<file path="config.mk">
export PLATFORM = sky130hd
export DESIGN_NAME = scancode_to_ascii_decoder
export DESIGN_NICKNAME = d
export VERILOG_FILES = /design/src/rtl/scd_pkg.sv /design/src/rtl/scd_decode.sv /design/src/rtl/scancode_to_ascii_decoder.sv
export SDC_FILE = /design/constraint.sdc
export NUM_CORES = 1
export LEC_CHECK = 0
export ABC_AREA = 1
export BUFFER_PORTS_ARGS = -buffer_cell sky130_fd_sc_hd__buf_2
export CAP_MARGIN = 40
export CORE_AREA = 2 2 85 87
export CTS_CLUSTER_SIZE = 28
export DETAILED_ROUTE_END_ITERATION = 6
export DIE_AREA = 0 0 87 89
export GPL_TIMING_DRIVEN = 0
export PLACE_DENSITY = 0.58
export SLEW_MARGIN = 20
export SYNTH_ARGS = -nofsm -noshare
export SYNTH_HDL_FRONTEND = slang
export SYNTH_SLANG_ARGS = --single-unit
</file>
<file path="constraint.sdc">
create_clock -name clk -period 1.95 [get_ports clk]
set_input_delay 0.39 -clock clk [delete_from_list [all_inputs] [get_ports clk]]
set_output_delay 0.39 -clock clk [all_outputs]
set_load 0.005 [all_outputs]
</file>
<file path="src/rtl/scd_pkg.sv">
// Shared types, key codes and ASCII lookup tables for the scan code decoder.
`timescale 1ns / 1ps
`default_nettype none

package scd_pkg;

    typedef enum logic [1:0] {
        EV_NONE = 2'd0,
        EV_CHAR = 2'd1,
        EV_ESC  = 2'd2,
        EV_CTRL = 2'd3
    } event_kind_t;

    typedef struct packed {
        logic num_lock;
        logic caps_lock;
        logic shift;
        logic alt;
        logic ctrl;
    } mod_flags_t;

    localparam logic [7:0] BYTE_EXT_PREFIX = 8'hE0;
    localparam logic [6:0] KEY_ESC         = 7'h01;
    localparam logic [6:0] KEY_CTRL        = 7'h1D;
    localparam logic [6:0] KEY_ALT         = 7'h38;
    localparam logic [6:0] KEY_LSHIFT      = 7'h2A;
    localparam logic [6:0] KEY_RSHIFT      = 7'h36;
    localparam logic [6:0] KEY_LOCK_CAPS   = 7'h3A;
    localparam logic [6:0] KEY_NUM         = 7'h45;
    localparam logic [6:0] ROM_DEPTH       = 7'd63;

    function automatic logic [6:0] rom_plain(input logic [5:0] idx);
        logic [6:0] c;
        case (idx)
            6'd2:    c = 7'h31;
            6'd3:    c = 7'h32;
            6'd4:    c = 7'h33;
            6'd5:    c = 7'h34;
            6'd6:    c = 7'h35;
            6'd7:    c = 7'h36;
            6'd8:    c = 7'h37;
            6'd9:    c = 7'h38;
            6'd10:   c = 7'h39;
            6'd11:   c = 7'h30;
            6'd12:   c = 7'h2D;
            6'd13:   c = 7'h3D;
            6'd14:   c = 7'h08;
            6'd15:   c = 7'h09;
            6'd16:   c = 7'h71;
            6'd17:   c = 7'h77;
            6'd18:   c = 7'h65;
            6'd19:   c = 7'h72;
            6'd20:   c = 7'h74;
            6'd21:   c = 7'h79;
            6'd22:   c = 7'h75;
            6'd23:   c = 7'h69;
            6'd24:   c = 7'h6F;
            6'd25:   c = 7'h70;
            6'd26:   c = 7'h5B;
            6'd27:   c = 7'h5D;
            6'd28:   c = 7'h0A;
            6'd30:   c = 7'h61;
            6'd31:   c = 7'h73;
            6'd32:   c = 7'h64;
            6'd33:   c = 7'h66;
            6'd34:   c = 7'h67;
            6'd35:   c = 7'h68;
            6'd36:   c = 7'h6A;
            6'd37:   c = 7'h6B;
            6'd38:   c = 7'h6C;
            6'd39:   c = 7'h3B;
            6'd40:   c = 7'h27;
            6'd41:   c = 7'h60;
            6'd43:   c = 7'h5C;
            6'd44:   c = 7'h7A;
            6'd45:   c = 7'h78;
            6'd46:   c = 7'h63;
            6'd47:   c = 7'h76;
            6'd48:   c = 7'h62;
            6'd49:   c = 7'h6E;
            6'd50:   c = 7'h6D;
            6'd51:   c = 7'h2C;
            6'd52:   c = 7'h2E;
            6'd53:   c = 7'h2F;
            6'd55:   c = 7'h2A;
            6'd57:   c = 7'h20;
            default: c = 7'h00;
        endcase
        return c;
    endfunction

    function automatic logic [6:0] rom_upper(input logic [5:0] idx);
        logic [6:0] c;
        case (idx)
            6'd2:    c = 7'h21;
            6'd3:    c = 7'h40;
            6'd4:    c = 7'h23;
            6'd5:    c = 7'h24;
            6'd6:    c = 7'h25;
            6'd7:    c = 7'h5E;
            6'd8:    c = 7'h26;
            6'd9:    c = 7'h2A;
            6'd10:   c = 7'h28;
            6'd11:   c = 7'h29;
            6'd12:   c = 7'h5F;
            6'd13:   c = 7'h2B;
            6'd14:   c = 7'h08;
            6'd15:   c = 7'h09;
            6'd16:   c = 7'h51;
            6'd17:   c = 7'h57;
            6'd18:   c = 7'h45;
            6'd19:   c = 7'h52;
            6'd20:   c = 7'h54;
            6'd21:   c = 7'h59;
            6'd22:   c = 7'h55;
            6'd23:   c = 7'h49;
            6'd24:   c = 7'h4F;
            6'd25:   c = 7'h50;
            6'd26:   c = 7'h7B;
            6'd27:   c = 7'h7D;
            6'd28:   c = 7'h0A;
            6'd30:   c = 7'h41;
            6'd31:   c = 7'h53;
            6'd32:   c = 7'h44;
            6'd33:   c = 7'h46;
            6'd34:   c = 7'h47;
            6'd35:   c = 7'h48;
            6'd36:   c = 7'h4A;
            6'd37:   c = 7'h4B;
            6'd38:   c = 7'h4C;
            6'd39:   c = 7'h3A;
            6'd40:   c = 7'h22;
            6'd41:   c = 7'h7E;
            6'd43:   c = 7'h7C;
            6'd44:   c = 7'h5A;
            6'd45:   c = 7'h58;
            6'd46:   c = 7'h43;
            6'd47:   c = 7'h56;
            6'd48:   c = 7'h42;
            6'd49:   c = 7'h4E;
            6'd50:   c = 7'h4D;
            6'd51:   c = 7'h3C;
            6'd52:   c = 7'h3E;
            6'd53:   c = 7'h3F;
            6'd55:   c = 7'h2A;
            6'd57:   c = 7'h20;
            default: c = 7'h00;
        endcase
        return c;
    endfunction

endpackage

`default_nettype wire

</file>
<file path="src/rtl/scd_decode.sv">
// Combinational decode of one scan byte against the current modifier flags.
`timescale 1ns / 1ps
`default_nettype none

module scd_decode (
    input  wire logic [7:0]          scan_byte,
    input  wire scd_pkg::mod_flags_t flags,
    output scd_pkg::mod_flags_t      flags_next,
    output scd_pkg::event_kind_t     kind,
    output logic [6:0]               ch
);

    logic [6:0] key;
    logic       released;
    logic [6:0] plain;
    logic [6:0] upper;
    logic       letter;

    assign key      = scan_byte[6:0];
    assign released = scan_byte[7];
    assign plain    = scd_pkg::rom_plain(key[5:0]);
    assign upper    = scd_pkg::rom_upper(key[5:0]);
    assign letter   = plain inside {[7'h61:7'h7A]};

    always_comb
    begin
        flags_next = flags;
        kind       = scd_pkg::EV_NONE;
        ch         = 7'h00;
        if (scan_byte == scd_pkg::BYTE_EXT_PREFIX)
        begin
            kind = scd_pkg::EV_NONE;
        end
        else if (key == scd_pkg::KEY_ESC)
        begin
            kind = scd_pkg::EV_ESC;
        end
        else if (key == scd_pkg::KEY_CTRL)
        begin
            flags_next.ctrl = !released;
        end
        else if (key == scd_pkg::KEY_ALT)
        begin
            flags_next.alt = !released;
        end
        else if (key == scd_pkg::KEY_LSHIFT || key == scd_pkg::KEY_RSHIFT)
        begin
            flags_next.shift = !released;
        end
        else if (key == scd_pkg::KEY_LOCK_CAPS)
        begin
            if (!released)
            begin
                flags_next.caps_lock = !flags.caps_lock;
            end
        end
        else if (key == scd_pkg::KEY_NUM)
        begin
            if (!released)
            begin
                flags_next.num_lock = !flags.num_lock;
            end
        end
        else if (!released && key < scd_pkg::ROM_DEPTH)
        begin
            if (flags.shift != (flags.caps_lock && letter))
            begin
                ch   = upper;
                kind = (upper != 7'h00) ? scd_pkg::EV_CHAR : scd_pkg::EV_NONE;
            end
            else if (flags.ctrl)
            begin
                ch   = plain;
                kind = scd_pkg::EV_CTRL;
            end
            else
            begin
                ch   = plain;
                kind = (plain != 7'h00) ? scd_pkg::EV_CHAR : scd_pkg::EV_NONE;
            end
        end
    end

endmodule

`default_nettype wire

</file>
<file path="src/rtl/scancode_to_ascii_decoder.sv">
// Scan code set 1 decoder: input register, decode logic, result register.
// A transaction passes through the input register, then the result register.
// Throughput: one transaction per cycle if not stalled; the modifier flags
// update as an item moves from the input register into the result register.
// Reset: asynchronous, active low; clears the valid bits and modifier flags.
`timescale 1ns / 1ps
`default_nettype none

module scancode_to_ascii_decoder (
    input  wire logic       clk,
    input  wire logic       rst_n,
    input  wire logic       in_valid,
    output logic            in_stall,
    input  wire logic [7:0] scan_byte,
    output logic            out_valid,
    input  wire logic       out_stall,
    output logic [1:0]      event_kind,
    output logic [6:0]      ascii_char,
    output logic            ctrl_on,
    output logic            alt_on,
    output logic            shift_on,
    output logic            caps_lock_on,
    output logic            num_lock_on
);

    logic                 in_valid_reg;
    logic [7:0]           byte_reg;
    logic                 out_valid_reg;
    scd_pkg::event_kind_t kind_reg;
    logic [6:0]           char_reg;
    scd_pkg::mod_flags_t  flags_reg;
    scd_pkg::mod_flags_t  flags_next;
    scd_pkg::event_kind_t kind_next;
    logic [6:0]           char_next;
    logic                 advance;
    logic                 in_take;

    assign advance  = in_valid_reg && (!out_valid_reg || !out_stall);
    assign in_stall = in_valid_reg && !advance;
    assign in_take  = in_valid && !in_stall;

    scd_decode u_decode (
        .scan_byte  (byte_reg),
        .flags      (flags_reg),
        .flags_next (flags_next),
        .kind       (kind_next),
        .ch         (char_next)
    );

    always_ff @(posedge clk or negedge rst_n)
    begin
        if (!rst_n)
        begin
            in_valid_reg  <= 1'b0;
            out_valid_reg <= 1'b0;
            flags_reg     <= '0;
        end
        else
        begin
            if (in_take)
            begin
                in_valid_reg <= 1'b1;
            end
            else if (advance)
            begin
                in_valid_reg <= 1'b0;
            end
            if (advance)
            begin
                out_valid_reg <= 1'b1;
                flags_reg     <= flags_next;
            end
            else if (!out_stall)
            begin
                out_valid_reg <= 1'b0;
            end
        end
    end

    always_ff @(posedge clk)
    begin
        if (in_take)
        begin
            byte_reg <= scan_byte;
        end
        if (advance)
        begin
            kind_reg <= kind_next;
            char_reg <= char_next;
        end
    end

    assign out_valid    = out_valid_reg;
    assign event_kind   = kind_reg;
    assign ascii_char   = char_reg;
    assign ctrl_on      = flags_reg.ctrl;
    assign alt_on       = flags_reg.alt;
    assign shift_on     = flags_reg.shift;
    assign caps_lock_on = flags_reg.caps_lock;
    assign num_lock_on  = flags_reg.num_lock;

endmodule

`default_nettype wire
</file>
* Word-level counts from Yosys, hierarchy flattened *
Memory sizes are Yosys's and may differ from the RTL's. A register that Yosys moved wholly into a read port is not among the register bits.
Cells that the tools add are included.

storage, ports and cells
  register bits = 24
  memory bits (read-only) = 896
  input port bits = 12
  output and inout bits = 16
  memories kept = 2

memory list
  memory            depth  width  rd ports  clocked after Yosys merged registers in  wr ports  line           source
  (name not given)  64     7      1         1                                        0         scd_pkg.sv:94  case (idx)
  (name not given)  64     7      1         1                                        0         scd_pkg.sv:34  case (idx)

cells by class
  $lt $le $gt $ge = 3
  equality and inequality tests = 10
  multiplexer cells = 18
  bitwise gates (word level) = 8
  reduce and logical (&&, ||, !) cells = 24

operators by type and width
  kind                                                                     count
  7-bit by 6-bit == test with 1-bit output, second input constant          4
  2-bit two-way mux                                                        9
  7-bit nonzero test                                                       2
  6-bit two-way mux                                                        2
  9-bit AND reduction                                                      1
  8-bit == test, second input constant                                     1
  1-bit NOT                                                                8
  8-bit AND reduction                                                      1
  8-bit OR reduction                                                       1
  7-bit by 1-bit == test with 1-bit output, second input constant          1
  7-bit by 5-bit == test with 1-bit output, second input constant          1
  7-bit == test, second input constant                                     1
  7-bit >= comparator, second input constant                               1
  7-bit less-or-equal comparator, second input constant                    1
  1-bit zero test                                                          7
  7-bit by 6-bit < comparator with 1-bit output, second input constant     1
  7-bit two-way mux                                                        1
  1-bit logical AND                                                        6
  1-bit two-way mux                                                        6
  6-bit AND reduction                                                      1
  5-bit AND reduction                                                      1
  4-bit AND reduction                                                      1
  1-bit logical OR                                                         2
  2-bit by 1-bit inequality test with 1-bit output, second input constant  1
  2 further kinds                                                          2

* Logic depth before layout (Yosys ltp) *
  depth after elaboration = 12
  mapped depth = 15

* Cells and area by module *
A second synthesis with hierarchy kept.

second synthesis, totals
  cell total of the unflattened synthesis = 366
  area total of the unflattened synthesis = 2,356.0 sq um

modules (own cells, without submodules)
  module                     times used  cells an instance  area an instance (sq um)  sequential area each (sq um)
  scd_decode                 1           318                1,572.8                   0.0
  scancode_to_ascii_decoder  1           48                 783.3                     685.7

* Least setup slack after synthesis *
Ideal clock, no wire load.

  kind = register to register
  from = register out_valid_reg (netlist: out_valid)
  to = register u_decode.upper[2] (netlist name)
  library setup time = 0.109 ns
  data arrival time = 1.766 ns
  data required time = 1.841 ns
  slack = 0.075 ns
  stages on the path, launching flop included = 16
  clock period less this slack = 1.875 ns
  cell sequence = dfrtp_1 -> nand3_4 -> nand2_2 -> buf_6 -> nand2_2 -> nand2_4 -> inv_2 -> ha_1 -> inv_1 -> nand2_1 -> nor2_1 -> nor2_1 -> nand2_1 -> nand3_1 -> nand2_1 -> inv_1

between the ends
  longest elaborated chain between the ends = 8

ends and longest elaborated chain
  element                             line                             source
  start: declaration                  scancode_to_ascii_decoder.sv:28  logic out_valid_reg;
  start signal: assignment            scancode_to_ascii_decoder.sv:55  out_valid_reg <= 1'b0;
  start signal: assignment            scancode_to_ascii_decoder.sv:70  out_valid_reg <= 1'b1;
  start signal: assignment            scancode_to_ascii_decoder.sv:75  out_valid_reg <= 1'b0;
  1-bit zero test                     scancode_to_ascii_decoder.sv:38  assign advance = in_valid_reg && (!out_valid_reg || !out_stall);
  1-bit logical OR                    scancode_to_ascii_decoder.sv:38
  1-bit logical AND                   scancode_to_ascii_decoder.sv:38
  1-bit zero test                     scancode_to_ascii_decoder.sv:39  assign in_stall = in_valid_reg && !advance;
  1-bit logical AND                   scancode_to_ascii_decoder.sv:39
  1-bit zero test                     scancode_to_ascii_decoder.sv:40  assign in_take = in_valid && !in_stall;
  1-bit logical AND                   scancode_to_ascii_decoder.sv:40
  6-bit two-way mux (no source line)  -

No other way between the ends.
A chain may end at the register's enable or synchronous reset.

* Final worst setup path *
  from = register out_valid_reg (netlist: out_valid)
  to = register u_decode.plain[4] (netlist name)

between the ends
  longest elaborated chain between the ends = 8

ends and longest elaborated chain
  element                             line
  1-bit zero test                     scancode_to_ascii_decoder.sv:38
  1-bit logical OR                    scancode_to_ascii_decoder.sv:38
  1-bit logical AND                   scancode_to_ascii_decoder.sv:38
  1-bit zero test                     scancode_to_ascii_decoder.sv:39
  1-bit logical AND                   scancode_to_ascii_decoder.sv:39
  1-bit zero test                     scancode_to_ascii_decoder.sv:40
  1-bit logical AND                   scancode_to_ascii_decoder.sv:40
  6-bit two-way mux (no source line)  -

No other way between the ends.

==> summary.txt <==
DRC errors left: 0
Largest area contributor in the netlist: edfxtp_1
Fin crit share: 95.68%
Hold EP: byte_reg[6]
Cells after synthesis: 371
Fraction of layout cells with a size suffix above 1: 26.35%
Crit. End Element: flip-flop
CP Launch Point: out_valid
Arrival @ worst endpoint: 2.03 ns
Register area: 965.9 um2
Max reg flops: 8
Sequential share of the synthesized area: 36.36%
Reg2reg start: out_valid
Clk slew on worst S/H paths: 0.08 ns
CTS H-tree depth: 2
MaxCap Viol Count: 0
Die Area: 7743 um2
Synth Warn #: 0
Chip width: 87 um
Antenna Nets Post-Route: 0
Final Util: 48.81%
Die H: 89 um
# IOs: 28
Synth area leaders: edfxtp_1 19%, nand2_1 19%, dfxtp_1 11%
Worst skew pair latency: 0.28 ns
Critical Path RT: 2.12 ns
# diodes: 0
Setup Skew: 0.008747 ns
CTS Buffer Depth: 2
Global-route wire length before repair: 11560 um
CP max FO: 9
Area Overhead vs Synth: 23.46%
Core ar.: 6719 um2
Fmax achieved: 536.0 MHz
Antenna violations before repair: 0
Final setup vio count: 0
Outcome: finished, final reports clean
Post-Syn Area per Cell: 7.160 um2
Worst R2R End: u_decode.plain[4]
Syn_nets: 394
Mapped cell area: 2656 um2
Hold Slack: 0.2832 ns
Largest net degree at the start of global routing: 14
DR vias: 2653
Rows: 30
Clock root buffer: clkbuf_8
Placement Setup Slack: -0.3502 ns
Worst Tran Pin Value: 0.4342 ns
Wirelength per Cell: 13.83 um
GP Congestion: 0.9456
DRT Pass-1 Iters: 5
CTS tree: built
Initial Utilization: 39.53%
Footprint of the multi-input gates: 1628 um2
Global route overflow: 0
Slew HR: 71.02%
Slew Limit Fails: 0
Pwr dens: 833.8 nW/um2
Critical Path Start Type: flip-flop
Min-delay src: scan_byte[6]
Post-synth EDFFs: 17
Post-Route WL: 6986 um
Synth cell types: 38
Reg2reg setup slack: 0.08 ns
Hpwl dp: 5056 um
Layout net count: 447
Top_reg_cell synth: edfxtp_1
Most frequent cells in the layout: 127 x nand2_1, 45 x nand3_1, 30 x buf_2
Hold Path Class: input pin to flip-flop
Worst VDD drop: 0.2693 mV
Total GRT Usage: 18.67%
Post-route setup slack: 0.08429 ns
Hold Fails Final Rpt: 0
Worst Reg-to-Reg Cells: 9
Unrepaired setup endpoints after global routing: true
Asr flop ratio synth: 18.42%
Initial DRC Count: 155
CP Class: flip-flop to flip-flop
Yosys top cell area share: 19.22%
Commonest non-fill, non-tap cell in the layout: nand2_1
# fillers: 657
Register bit total from synthesis: 38
Total Power: 2734 uW
Vias/cell: 5.253
# port buffers: 27
Vias in the first global route: 2454
Sink Count: 38
CTS Buf Count: 5
Worst Hold Depth: 1
Period minus WS final: 1.866 ns
Leak: 0.001598 uW
metrics by stage:
step | instance area (um2) | setup TNS (ns) | std cells
3_5_place_dp | 2892 | -3.221 | 478
5_1_grt | 3279 | -0.04513 | 505
6_report | 3279 | 0 | 505
4_1_cts | 3107 | 0 | 496
3_3_place_gp | 2892 | -3.434 | 478
2_1_floorplan | 2656 | 0 | 371
repair_timing:
action | 4_1_cts | 5_1_grt
hold buffers | 1 | 0
endpoints found under the setup margin | 13 | 21
pin swaps | 2 | 8
resized for setup | 9 | 21
buffers inserted | 8 | 9
endpoints found under the hold margin | 7 | 0
gates cloned | 1 | 0
final cells by class:
class,instances,area share (%)
Timing Repair Buffer,45,8.317
Multi-Input combinational cell,295,49.64
Buffer,9,2.633
Tap cell,80,3.052
Sequential cell,38,29.45
Inverter,30,3.586
Clock buffer,5,2.098
Clock inverter,3,1.221
how the worst max path moves through the flow:
stage / end / slack [ns] / depth (start not counted)
floorplan: u_decode.upper[2] / 0.08 / 15
global placement: u_decode.plain[0] / -0.39 / 12
detailed placement: u_decode.upper[0] / -0.35 / 12
CTS: u_decode.upper[0] / 0.004 / 11
global route: u_decode.plain[1] / -0.02 / 13
finish: u_decode.plain[4] / 0.08 / 9
cells by family after synthesis:
group / share of synthesized area [%]
AND/OR/NAND/NOR: 40.79
adder cells (fa/ha/maj): 5.181
AO/OA/AOI/OAI: 9.563
XOR/XNOR: 0.6596
flip-flops: 36.36
buffers and inverters: 7.442
per-layer routing:
| metal | routed length (um) | part of all wire, % | track usage, % |
|---|---|---|---|
| met5 | 0 | 0 | 0 |
| met1 | 3106 | 44 | 24.32 |
| met4 | 167 | 2.4 | 7.955 |
| met2 | 3202 | 46 | 30.53 |
| met3 | 509 | 7.3 | 3.324 |
power breakdown:
part | switching [uW] | leakage, uW | internal (uW)
clock network | 262 | 0.0000579 | 376
registers | 94.1 | 0.000376 | 986
logic | 634 | 0.00116 | 383
synthesized netlist by cell type (2+ instances only):
library cell	count
a21oi_1	17
buf_2	3
buf_6	4
dfrtp_1	7
dfxtp_1	14
edfxtp_1	17
ha_1	11
inv_1	24
inv_2	5
nand2_1	133
nand2_2	9
nand2_4	2
nand3_1	48
nand3_2	2
nand4_1	8
nor2_1	19
nor2_2	3
nor3_1	6
nor4_1	2
o211ai_2	2
o21ai_0	8
o21ai_1	8
o21ai_2	2
or2_2	3
critical path: stages, from the launching register on:
cell      delay, ns
dfrtp_1        0.40
nand3_4        0.12
buf_4          0.18
nand3b_1       0.13
nand2_4        0.13
ha_1           0.25
o21ai_0        0.22
nand3_1        0.16
nand3_1        0.12
nand2_1        0.05
(Power assumes the default switching activity.)
